==> src/rtl/ktcd_pkg.sv <==
// Shared types and constants of the keyed table with compacting delete.
package ktcd_pkg;

  localparam int unsigned ACT_W  = 3;
  localparam int unsigned STAT_W = 3;
  localparam int unsigned KEY_W  = 32;
  localparam int unsigned PAY_W  = 64;
  localparam int unsigned POS_W  = 6;

  typedef enum logic [ACT_W-1:0] {
    ACT_INSERT = 3'd0,
    ACT_LOOKUP = 3'd1,
    ACT_UPDATE = 3'd2,
    ACT_DELETE = 3'd3,
    ACT_LIST   = 3'd4
  } action_e;

  typedef enum logic [STAT_W-1:0] {
    STAT_OK    = 3'd0,
    STAT_FULL  = 3'd1,
    STAT_DUP   = 3'd2,
    STAT_MISS  = 3'd3,
    STAT_EMPTY = 3'd4
  } status_e;

  typedef enum logic [2:0] {
    S_IDLE,
    S_SCAN,
    S_RESP,
    S_LIST_RD,
    S_LIST_EMIT,
    S_SHIFT_RD,
    S_SHIFT_WR
  } state_e;

  typedef struct packed {
    status_e                  status;
    logic signed [KEY_W-1:0]  key;
    logic [PAY_W-1:0]         payload;
    logic [POS_W-1:0]         position;
    logic                     last;
  } rsp_t;

  typedef struct packed {
    logic                     rd_en;
    logic [POS_W-1:0]         rd_addr;
    logic                     wr_en;
    logic [POS_W-1:0]         wr_addr;
    logic signed [KEY_W-1:0]  wr_key;
    logic [PAY_W-1:0]         wr_payload;
  } mem_cmd_t;

  typedef struct packed {
    logic signed [KEY_W-1:0]  key;
    logic [PAY_W-1:0]         payload;
  } mem_rdata_t;

endpackage

==> src/rtl/ktcd_if.sv <==
// Request and result channel interfaces of the keyed table.
interface ktcd_req_if;
  logic                                 valid;
  logic                                 ready;
  logic [ktcd_pkg::ACT_W-1:0]           action;
  logic signed [ktcd_pkg::KEY_W-1:0]    key;
  logic [ktcd_pkg::PAY_W-1:0]           payload;

  modport source (output valid, output action, output key, output payload, input ready);
  modport sink   (input valid, input action, input key, input payload, output ready);
endinterface

interface ktcd_rsp_if;
  logic                                 valid;
  logic                                 ready;
  logic [ktcd_pkg::STAT_W-1:0]          status;
  logic signed [ktcd_pkg::KEY_W-1:0]    found_key;
  logic [ktcd_pkg::PAY_W-1:0]           found_payload;
  logic [ktcd_pkg::POS_W-1:0]           position;
  logic                                 last;

  modport source (output valid, output status, output found_key, output found_payload,
                  output position, output last, input ready);
  modport sink   (input valid, input status, input found_key, input found_payload,
                  input position, input last, output ready);
endinterface

==> src/rtl/ktcd_ctrl.sv <==
// Request sequencer: key scan, append, update, compacting shift, list and result register.
module ktcd_ctrl #(
  parameter int unsigned CAPACITY = 64
) (
  input  logic                  clk_i,
  input  logic                  rst_ni,
  ktcd_req_if.sink              req_i,
  ktcd_rsp_if.source            rsp_o,
  output ktcd_pkg::mem_cmd_t    cmd_o,
  input  ktcd_pkg::mem_rdata_t  rdata_i
);
  import ktcd_pkg::*;

  localparam int unsigned AW = (CAPACITY > 1) ? $clog2(CAPACITY) : 1;
  localparam int unsigned CW = $clog2(CAPACITY + 1);

  state_e                  state_q, state_d;
  action_e                 act_q, act_d;
  logic signed [KEY_W-1:0] key_q, key_d;
  logic [PAY_W-1:0]        pay_q, pay_d;
  logic [CW-1:0]           count_q, count_d;
  logic [CW-1:0]           idx_q, idx_d;
  logic                    pend_q, pend_d;
  logic [AW-1:0]           pend_idx_q, pend_idx_d;
  rsp_t                    res_q, res_d;
  logic                    out_vld_q, out_vld_d;
  rsp_t                    out_q, out_d;

  logic                    out_free;
  logic                    push;
  rsp_t                    push_rsp;
  logic                    found;
  logic                    issue;
  logic                    list_last;
  mem_cmd_t                cmd;

  assign out_free  = !out_vld_q || rsp_o.ready;
  assign found     = pend_q && (rdata_i.key == key_q);
  assign list_last = (idx_q + CW'(1)) == count_q;

  always_ff @(posedge clk_i or negedge rst_ni) begin
    if (!rst_ni) begin
      state_q   <= S_IDLE;
      count_q   <= '0;
      pend_q    <= 1'b0;
      out_vld_q <= 1'b0;
    end else begin
      state_q   <= state_d;
      count_q   <= count_d;
      pend_q    <= pend_d;
      out_vld_q <= out_vld_d;
    end
  end

  always_ff @(posedge clk_i) begin
    act_q      <= act_d;
    key_q      <= key_d;
    pay_q      <= pay_d;
    idx_q      <= idx_d;
    pend_idx_q <= pend_idx_d;
    res_q      <= res_d;
    out_q      <= out_d;
  end

  always_comb begin
    state_d    = state_q;
    act_d      = act_q;
    key_d      = key_q;
    pay_d      = pay_q;
    count_d    = count_q;
    idx_d      = idx_q;
    pend_d     = 1'b0;
    pend_idx_d = pend_idx_q;
    res_d      = res_q;
    push       = 1'b0;
    push_rsp   = res_q;
    issue      = 1'b0;
    cmd        = '0;

    case (state_q)
      S_IDLE: begin
        if (req_i.valid) begin
          act_d = action_e'(req_i.action);
          key_d = req_i.key;
          pay_d = req_i.payload;
          idx_d = '0;
          res_d = '{status: STAT_EMPTY, key: '0, payload: '0, position: '0, last: 1'b1};
          case (req_i.action)
            ACT_INSERT: begin
              if (count_q == CW'(CAPACITY)) begin
                res_d.status = STAT_FULL;
                state_d      = S_RESP;
              end else begin
                state_d = S_SCAN;
              end
            end
            ACT_LOOKUP, ACT_UPDATE, ACT_DELETE: begin
              state_d = (count_q == '0) ? S_RESP : S_SCAN;
            end
            ACT_LIST: begin
              state_d = (count_q == '0) ? S_RESP : S_LIST_RD;
            end
            default: state_d = S_IDLE;
          endcase
        end
      end

      S_SCAN: begin
        issue       = !found && (idx_q != count_q);
        cmd.rd_en   = issue;
        cmd.rd_addr = POS_W'(idx_q);
        if (issue) begin
          idx_d      = idx_q + CW'(1);
          pend_d     = 1'b1;
          pend_idx_d = idx_q[AW-1:0];
        end
        if (found) begin
          res_d = '{status: STAT_OK, key: rdata_i.key, payload: rdata_i.payload,
                    position: POS_W'(pend_idx_q), last: 1'b1};
          case (act_q)
            ACT_INSERT: res_d.status = STAT_DUP;
            ACT_UPDATE: begin
              res_d.payload  = pay_q;
              cmd.wr_en      = 1'b1;
              cmd.wr_addr    = POS_W'(pend_idx_q);
              cmd.wr_key     = rdata_i.key;
              cmd.wr_payload = pay_q;
            end
            default: res_d.status = STAT_OK;
          endcase
          state_d = S_RESP;
        end else if (idx_q == count_q) begin
          if (act_q == ACT_INSERT) begin
            res_d = '{status: STAT_OK, key: key_q, payload: pay_q,
                      position: POS_W'(count_q), last: 1'b1};
            cmd.wr_en      = 1'b1;
            cmd.wr_addr    = POS_W'(count_q);
            cmd.wr_key     = key_q;
            cmd.wr_payload = pay_q;
            count_d        = count_q + CW'(1);
          end else begin
            res_d = '{status: STAT_MISS, key: '0, payload: '0, position: '0, last: 1'b1};
          end
          state_d = S_RESP;
        end
      end

      S_RESP: begin
        if (out_free) begin
          push     = 1'b1;
          push_rsp = res_q;
          if (act_q == ACT_DELETE && res_q.status == STAT_OK) begin
            state_d = S_SHIFT_RD;
          end else begin
            state_d = S_IDLE;
          end
        end
      end

      S_SHIFT_RD: begin
        if ((CW'(pend_idx_q) + CW'(1)) < count_q) begin
          cmd.rd_en   = 1'b1;
          cmd.rd_addr = POS_W'(pend_idx_q) + POS_W'(1);
          state_d     = S_SHIFT_WR;
        end else begin
          count_d = count_q - CW'(1);
          state_d = S_IDLE;
        end
      end

      S_SHIFT_WR: begin
        cmd.wr_en      = 1'b1;
        cmd.wr_addr    = POS_W'(pend_idx_q);
        cmd.wr_key     = rdata_i.key;
        cmd.wr_payload = rdata_i.payload;
        pend_idx_d     = pend_idx_q + AW'(1);
        state_d        = S_SHIFT_RD;
      end

      S_LIST_RD: begin
        cmd.rd_en   = 1'b1;
        cmd.rd_addr = POS_W'(idx_q);
        state_d     = S_LIST_EMIT;
      end

      S_LIST_EMIT: begin
        if (out_free) begin
          push     = 1'b1;
          push_rsp = '{status: STAT_OK, key: rdata_i.key, payload: rdata_i.payload,
                       position: POS_W'(idx_q), last: list_last};
          idx_d    = idx_q + CW'(1);
          state_d  = list_last ? S_IDLE : S_LIST_RD;
        end
      end

      default: state_d = S_IDLE;
    endcase
  end

  always_comb begin
    out_vld_d = out_vld_q;
    out_d     = out_q;
    if (push) begin
      out_vld_d = 1'b1;
      out_d     = push_rsp;
    end else if (rsp_o.ready) begin
      out_vld_d = 1'b0;
    end
  end

  assign cmd_o       = cmd;
  assign req_i.ready = (state_q == S_IDLE);

  assign rsp_o.valid         = out_vld_q;
  assign rsp_o.status        = out_q.status;
  assign rsp_o.found_key     = out_q.key;
  assign rsp_o.found_payload = out_q.payload;
  assign rsp_o.position      = out_q.position;
  assign rsp_o.last          = out_q.last;

endmodule
==> src/flat_wrapper.sv <==
// flat-port wrapper written by rule: the top's interface ports become plain ports
module ktcd_ctrl_flat import ktcd_pkg::*;
#(
  parameter int unsigned CAPACITY = 64
)
  (clk_i, rst_ni, cmd_o, rdata_i, req_i_valid, req_i_action, req_i_key, req_i_payload, req_i_ready, rsp_o_valid, rsp_o_status, rsp_o_found_key, rsp_o_found_payload, rsp_o_position, rsp_o_last, rsp_o_ready);
  ktcd_req_if req_i_i ();
  ktcd_rsp_if rsp_o_i ();
  input  logic clk_i;
  input  logic rst_ni;
  output ktcd_pkg::mem_cmd_t cmd_o;
  input  ktcd_pkg::mem_rdata_t rdata_i;
  input wire logic [$bits(req_i_i.valid)-1:0] req_i_valid;
  input wire logic [$bits(req_i_i.action)-1:0] req_i_action;
  input wire logic [$bits(req_i_i.key)-1:0] req_i_key;
  input wire logic [$bits(req_i_i.payload)-1:0] req_i_payload;
  output wire logic [$bits(req_i_i.ready)-1:0] req_i_ready;
  output wire logic [$bits(rsp_o_i.valid)-1:0] rsp_o_valid;
  output wire logic [$bits(rsp_o_i.status)-1:0] rsp_o_status;
  output wire logic [$bits(rsp_o_i.found_key)-1:0] rsp_o_found_key;
  output wire logic [$bits(rsp_o_i.found_payload)-1:0] rsp_o_found_payload;
  output wire logic [$bits(rsp_o_i.position)-1:0] rsp_o_position;
  output wire logic [$bits(rsp_o_i.last)-1:0] rsp_o_last;
  input wire logic [$bits(rsp_o_i.ready)-1:0] rsp_o_ready;
  assign req_i_i.valid = req_i_valid;
  assign req_i_i.action = req_i_action;
  assign req_i_i.key = req_i_key;
  assign req_i_i.payload = req_i_payload;
  assign req_i_ready = req_i_i.ready;
  assign rsp_o_valid = rsp_o_i.valid;
  assign rsp_o_status = rsp_o_i.status;
  assign rsp_o_found_key = rsp_o_i.found_key;
  assign rsp_o_found_payload = rsp_o_i.found_payload;
  assign rsp_o_position = rsp_o_i.position;
  assign rsp_o_last = rsp_o_i.last;
  assign rsp_o_i.ready = rsp_o_ready;
  ktcd_ctrl #(.CAPACITY(CAPACITY)) u_core (.clk_i(clk_i), .rst_ni(rst_ni), .req_i(req_i_i), .rsp_o(rsp_o_i), .cmd_o(cmd_o), .rdata_i(rdata_i));
endmodule
==> config.mk <==
export PLATFORM = sky130hd
export DESIGN_NAME = ktcd_ctrl_flat
export DESIGN_NICKNAME = d
export VERILOG_FILES = /design/src/rtl/ktcd_pkg.sv /design/src/rtl/ktcd_if.sv /design/src/rtl/ktcd_ctrl.sv /design/src/flat_wrapper.sv
export SDC_FILE = /design/constraint.sdc
export NUM_CORES = 1
export LEC_CHECK = 0
export BUFFER_PORTS_ARGS = -buffer_cell sky130_fd_sc_hd__buf_4
export CAP_MARGIN = 30
export CORE_UTILIZATION = 31
export DETAILED_ROUTE_END_ITERATION = 8
export PLACE_DENSITY = 0.64
export SYNTH_ARGS = -nofsm -noshare
export SYNTH_HDL_FRONTEND = slang
export SYNTH_SLANG_ARGS = --single-unit
==> constraint.sdc <==
create_clock -name clk_i -period 7.9 [get_ports clk_i]
set_input_delay 0 -clock clk_i [delete_from_list [all_inputs] [get_ports clk_i]]
set_output_delay 0 -clock clk_i [all_outputs]
set_load 0.01 [all_outputs]
# [After elaboration in Yosys (flattened, before gate mapping)]
# Index checks and enable logic that the tools add are counted.
[totals] ff_bits=336 output_inout_bits=218 word_cells=123
[classes] addsub=5 order_cmp=1 n_eq_ne=26 muxes=48 reduce_logical=24
[ops] cell="two-way mux 106 bit" n=5
[ops] cell="two-way mux 103 bit" n=4
[ops] cell="case mux 106 bit (2 select lines)" n=1
[ops] cell="case mux 103 bit (2 select lines)" n=1
[ops] cell="two-way mux 105 bit" n=1
[ops] cell="two-way mux 64 bit" n=1
[ops] cell="two-way mux 7 bit" n=8
[ops] cell="case mux 7 bit (3 select lines)" n=2
[ops] cell="equality test 32 bit" n=1
[ops] cell="two-way mux 3 bit" n=9
[ops] cell="case mux 3 bit (7 select lines)" n=1
[ops] cell="equality test 3 x 2 -> 1 bit, second input constant" n=6
[ops] cell="adder 7 x 1 -> 7 bit, second input constant" n=2
[ops] cell="equality test 7 bit" n=2
[ops] cell="case mux 7 bit (2 select lines)" n=1
[ops] cell="equality test 3 bit, second input constant" n=4
[ops] cell="logical NOT 3 bit" n=4
[ops] cell="case mux 6 bit (2 select lines)" n=1
[ops] cell="!= test 2 x 1 -> 1 bit, second input constant" n=5
[ops] cell="case mux 3 bit (3 select lines)" n=1
[ops] cell="two-way mux 2 bit" n=4
[ops] cell="AND reduction 4 bit" n=2
[ops] cell="nonzero test 2 bit" n=4
[ops] cell="adder 6 x 1 -> 7 bit, second input constant" n=1
[ops] cell="other kinds (20)" n=33

# [Longest topological paths before layout]
[logic_depth] word_depth=6 depth_mapped=12 depth_no_buf=12

# [Least setup slack after synthesis]
# OpenSTA, ideal clock, no wires.
[synth_path] kind="register to register" start="register u_core.state_q[0]" end="register u_core.out_q (netlist bit u_core.rsp_o.found_key[0]) (enable)" setup_time_ns=0.571 arrival_time_ns=5.269 required_ns=7.329 setup_slack_ns=2.060 stages_incl_launch_ff=5 path_buffers=2 period_less_slack_ns=5.840 cell_sequence="dfrtp_1 buf_2 clkbuf_1 nand2b_1 nor2_1"
[synth_between] elab_chain_len=3
[synth_lines] element="start, declared" line="ktcd_ctrl.sv:17" rtl="state_e state_q, state_d;"
[synth_lines] element="start signal, assigned" line="ktcd_ctrl.sv:48" rtl="state_q <= state_d;"
[synth_lines] element="equality test 3 x 2 -> 1 bit or equality test 3 bit (tied branches)" line="ktcd_ctrl.sv:80" rtl="case (state_q)"
[synth_lines] element="OR reduction 2 bit (no line) (*)"
[synth_lines] element="two-way mux 1 bit (*)"
[synth_lines] element="end signal, assigned" line="ktcd_ctrl.sv:62" rtl="out_q <= out_d;"
[synth_lines] element="end, declared" line="ktcd_ctrl.sv:27" rtl="rsp_t out_q, out_d;"
# Mark *: on every way between the ends. The rest lies on a longest branch, timed or not.
# A chain may end at the register's enable or synchronous reset.

==> metrics.sh <==
CLOCK_PATH_BUFFERS=3
GRT_ANTENNA_BEFORE_REPAIR=2
WL_PER_CELL_UM=21.5
CP_CELL_SEQUENCE='xnor2_1 > nand4_1 > nor4_2 > and4_1 > nand2_1 > a21boi_4 > buf_4 > a22o_1 > buf_4'
YS_WARN_COUNT=0
SYNTH-SEQ-CELLS=335
CTS.SINKS=335
TIMING.CRITICAL_PATH.FROM='u_core.key_q[29]'
PLACE_WORST_SETUP_SLACK_NS=4.00
CTS-HTREE-LEVELS=2
WORSTSETUPENDPOINTTYPE='primary output'
DIE_W_UM=225
WORSTPATHREQUIRED_NS=7.90
DRIVE_ABOVE_1_SHARE=0.358
REG2REG_TO='u_core.res_q[21]'
HOLDCRITPATHCLASS='primary input to register'
CLK_PIN_SLEW_WORST_PATHS_NS=0.06
DETAILED_PLACE.AREA_UM2=19100
SYNTH_ENABLE_FLOP_CELLS=323
GRT_SETUP_UNREPAIRED='false'
FIRST_PASS_GRT_WIRE_LENGTH_UM=74000
CRITPATHTOPFAMILY='simple AND/OR/NAND/NOR gates'
GRT_MAX_DEGREE=66
POWER_W=0.00731
REPORTED_MAX_CAP_VIOLATION_COUNT=0
REG2REG_SLACK_NS=4.15
CRITICAL_PATH_CLASS='register to primary output'
RUN_STATUS='finished clean'
TRITONCTS='built'
MAPPEDNETLISTNETS=1296
FLOW.AREA_GROWTH_FROM_SYNTHESIS_PCT=45.5
NETLIST_INSTANCES=1081
CRIT-REG2REG-LAUNCH='u_core.key_q[29]'
CRIT_FANOUT=65
VIAS=12200
CRIT_TOP_CELL='buf_4'
GLOBALROUTETOTALUTIL=0.192
CLOCKROOTBUFFER='clkbuf_16'
DETAIL_ROUTE.FIRST_PASS.ITERATIONS=6
NUMBER_OF_GLOBAL_ROUTE_VIAS_BEFORE_REPAIR=12200
FLOORPLAN.INITIALDENSITY=0.315
FINAL.SETUP_SKEW_NS=0.0232
ROUTED_VIA_DENSITY=5.13
CRITICAL_PATH_DATA_ARRIVAL_TIME_NS=4.08
ANT_NETS=0
SYNTH_AREA_PER_CELL_UM2=14.3
WORST-SLEW-PIN-TRANSITION_NS=1.07
CRIT_SLOWEST_CELL='buf_4'
DESIGN.CORE.AREA_UM2=49000
PORTBUFFERS=416
GP_ROUTABILITY_CONGESTION=0.866
ROWS=81
POWER_DENSITY_nW_PER_UM2=326
FIN_CRIT_NS=4.08
ENDPOINT='cmd_o[10]'
MAPPEDNETLISTAREA_UM2=15400
FF2FF_PATH_DEPTH=8
ASYNC_FLOP_SHARE=0.0358
POST-DP-HPWL_UM=31700
MULTIINPUTGATEAREA_UM2=4960
LAYOUT_WORST_PATH_CYCLE_SHARE=0.517
WORST_IR_DROP_VDD_V=0.000194
CLKLATENCYLATEPIN_NS=0.57
FINISH.NET_COUNT=1891
TOTALWIRELENGTH_UM=51000
SLEW_VIOLATIONS=0
FMAX_MHz=245
DESIGN.DIE.AREA_UM2=50600
SETUP_VIOLATIONS=0
SYNTH_TOP_FLOP_CELL='edfxtp_1'
CTS_INSERTED_BUFFERS=41
DRT_DRC_VIOLATIONS_LEFT=0
FINAL-SEQ-AREA_UM2=10000
TOTAL_CONGESTION_OVERFLOW=0
WORST_SLEW_MARGIN_REL=0.288
DRT_ITER0_MARKERS=824
CRITPATHBUFINV=2
DIE_H_UM=225
CRITICAL_PATH_DEPTH=9
SYNTH_SEQ_AREA_SHARE=0.649
POST-ROUTE-CELL-AREA_UM2=22400
FINAL.SETUP.TNS_NS=0
CRITICAL-PATH-MAX-STAGE-DELAY_NS=0.60
CP-START-KIND='register'
IOPINCOUNT=417
NETLIST-CELL-TYPE-COUNT=53
HOLD_VIOL=0
NUMBER_OF_INSERTED_FILLER_CELLS_IN_THE_FINAL_LAYOUT=4302
POWER.LEAKAGE_nW=8.70
FINAL_SETUP_SLACK_OF_THE_WORST_PATH_NS=3.82
[Yosys cell counts, types with 2 or more instances]
master       n  area (µm²)
edfxtp_1   323        9700
a22o_1     166        1450
mux2_2     103        1160
nand2_1     65         244
a21oi_1     52         260
nand3_1     49         245
xnor2_1     41         359
clkbuf_1    35         131
nor2_1      31         116
inv_1       22        82.6
buf_2       21         105
o21ai_0     17        85.1
xor2_1      17         149
ha_1        15         188
buf_6       12         135
dfrtp_1     12         300
nand4_1     10        62.6
buf_1        9        33.8
nor3_1       8        40.0
and2_1       7        43.8
and3_1       7        43.8
nand2b_1     6        37.5
mux2i_1      5        50.1
a21o_1       4        30.0
nor2b_1      4        25.0
o211ai_1     4        30.0
or3_1        4        25.0
a2111oi_0    2        17.5
a211oi_1     2        15.0
a31oi_1      2        12.5
and4_1       2        17.5
buf_4        2        15.0
o31ai_1      2        15.0
[sequential cells by signal, summed over array words and instances (netlist names)]
name	cells
u_core.act_q	3
u_core.count_q	7
u_core.idx_q	7
u_core.key_q	32
u_core.pay_q	64
u_core.pend_idx_q	6
u_core.pend_q	1
u_core.res_q	105
u_core.rsp_o.found_key	32
u_core.rsp_o.found_payload	64
u_core.rsp_o.last	1
u_core.rsp_o.position	6
u_core.rsp_o.status	3
u_core.rsp_o.valid	1
u_core.state_q	3
[tightest hold or removal path: stages]
cell and delay (ns):
buf_4 0.12, nor2_1 0.04, a21oi_1 0.10, or3_1 0.11, o31ai_1 0.05, o21ai_0 0.14
[metal layers]
layer	global-route usage	wire length, µm	up-vias
li1	-	-	5400
met1	0.237	20200	6003
met2	0.318	24500	646
met3	0.0409	3880	129
met4	0.0985	2470	0
met5	0	0	-
[area by class of cell]
class / instances / area share
Antenna cell: 2 / 0.000223
Clock buffer: 48 / 0.0469
Clock inverter: 26 / 0.0110
Inverter: 22 / 0.00368
Multi-Input combinational cell: 645 / 0.221
Sequential cell: 335 / 0.446
Tap cell: 664 / 0.0370
Timing Repair Buffer: 631 / 0.234
[where the power goes]
| group | switching, W | total (W) | internal (W) |
|---|---|---|---|
| clock | 0.000776 | 0.00184 | 0.00106 |
| sequential | 0.000347 | 0.00323 | 0.00288 |
| combinational | 0.00128 | 0.00224 | 0.000966 |
| total | 0.00240 | 0.00731 | 0.00491 |
[repair_timing]
item	in CTS	in global routing
setup endpoints to repair	0	0
gates resized for setup	0	0
hold buffers	199	0
setup buffers	0	0
endpoints found under the hold margin	308	0
[worst min path at each step]
stage | startpoint | to | depth (start not counted)
final | req_i_valid | u_core.state_q[0] | 6
after global routing | req_i_valid | u_core.state_q[0] | 6
after CTS | req_i_valid | u_core.state_q[0] | 6
after detailed placement | rst_ni | u_core.rsp_o.valid | 1
after floorplan | rst_ni | u_core.count_q[0] | 0
after global placement | rst_ni | u_core.rsp_o.valid | 1
[cell families after synthesis]
group	synth area share
xor gates and xnor gates	0.0330
muxes	0.0785
and+or+nand+nor	0.0626
AOI/OAI and AO/OA	0.131
adders and majority gates	0.0135
DFF	0.649
buffers and inverters	0.0326
[layout by cell type (no fill, tap or decap), drive strengths merged, types with 6 or more instances in the layout]
master	synthesis	routed
a21oi	52	52
a22o	166	166
and2	8	8
and3	7	7
buf	44	432
clkbuf	35	48
clkinv	0	14
clkinvlp	0	7
dfrtp	12	12
dlygate4sd3	0	199
edfxtp	323	323
ha	15	15
inv	22	24
mux2	103	103
nand2	65	65
nand2b	6	6
nand3	49	49
nand4	10	10
nor2	32	32
nor3	8	8
o21ai	18	18
xnor2	41	41
xor2	17	17
[through the flow]
stage / cells / hold WS [ns] / utilization
CTS: 2370 / 0.0167 / 0.457
global route: 2372 / 0.105 / 0.458
finish: 2373 / 0.0582 / 0.458
detailed placement: 2097 / -0.131 / 0.390
global placement: 2096 / -0.134 / 0.390
floorplan: 1081 / -0.296 / -
(Power assumes the default switching activity.)
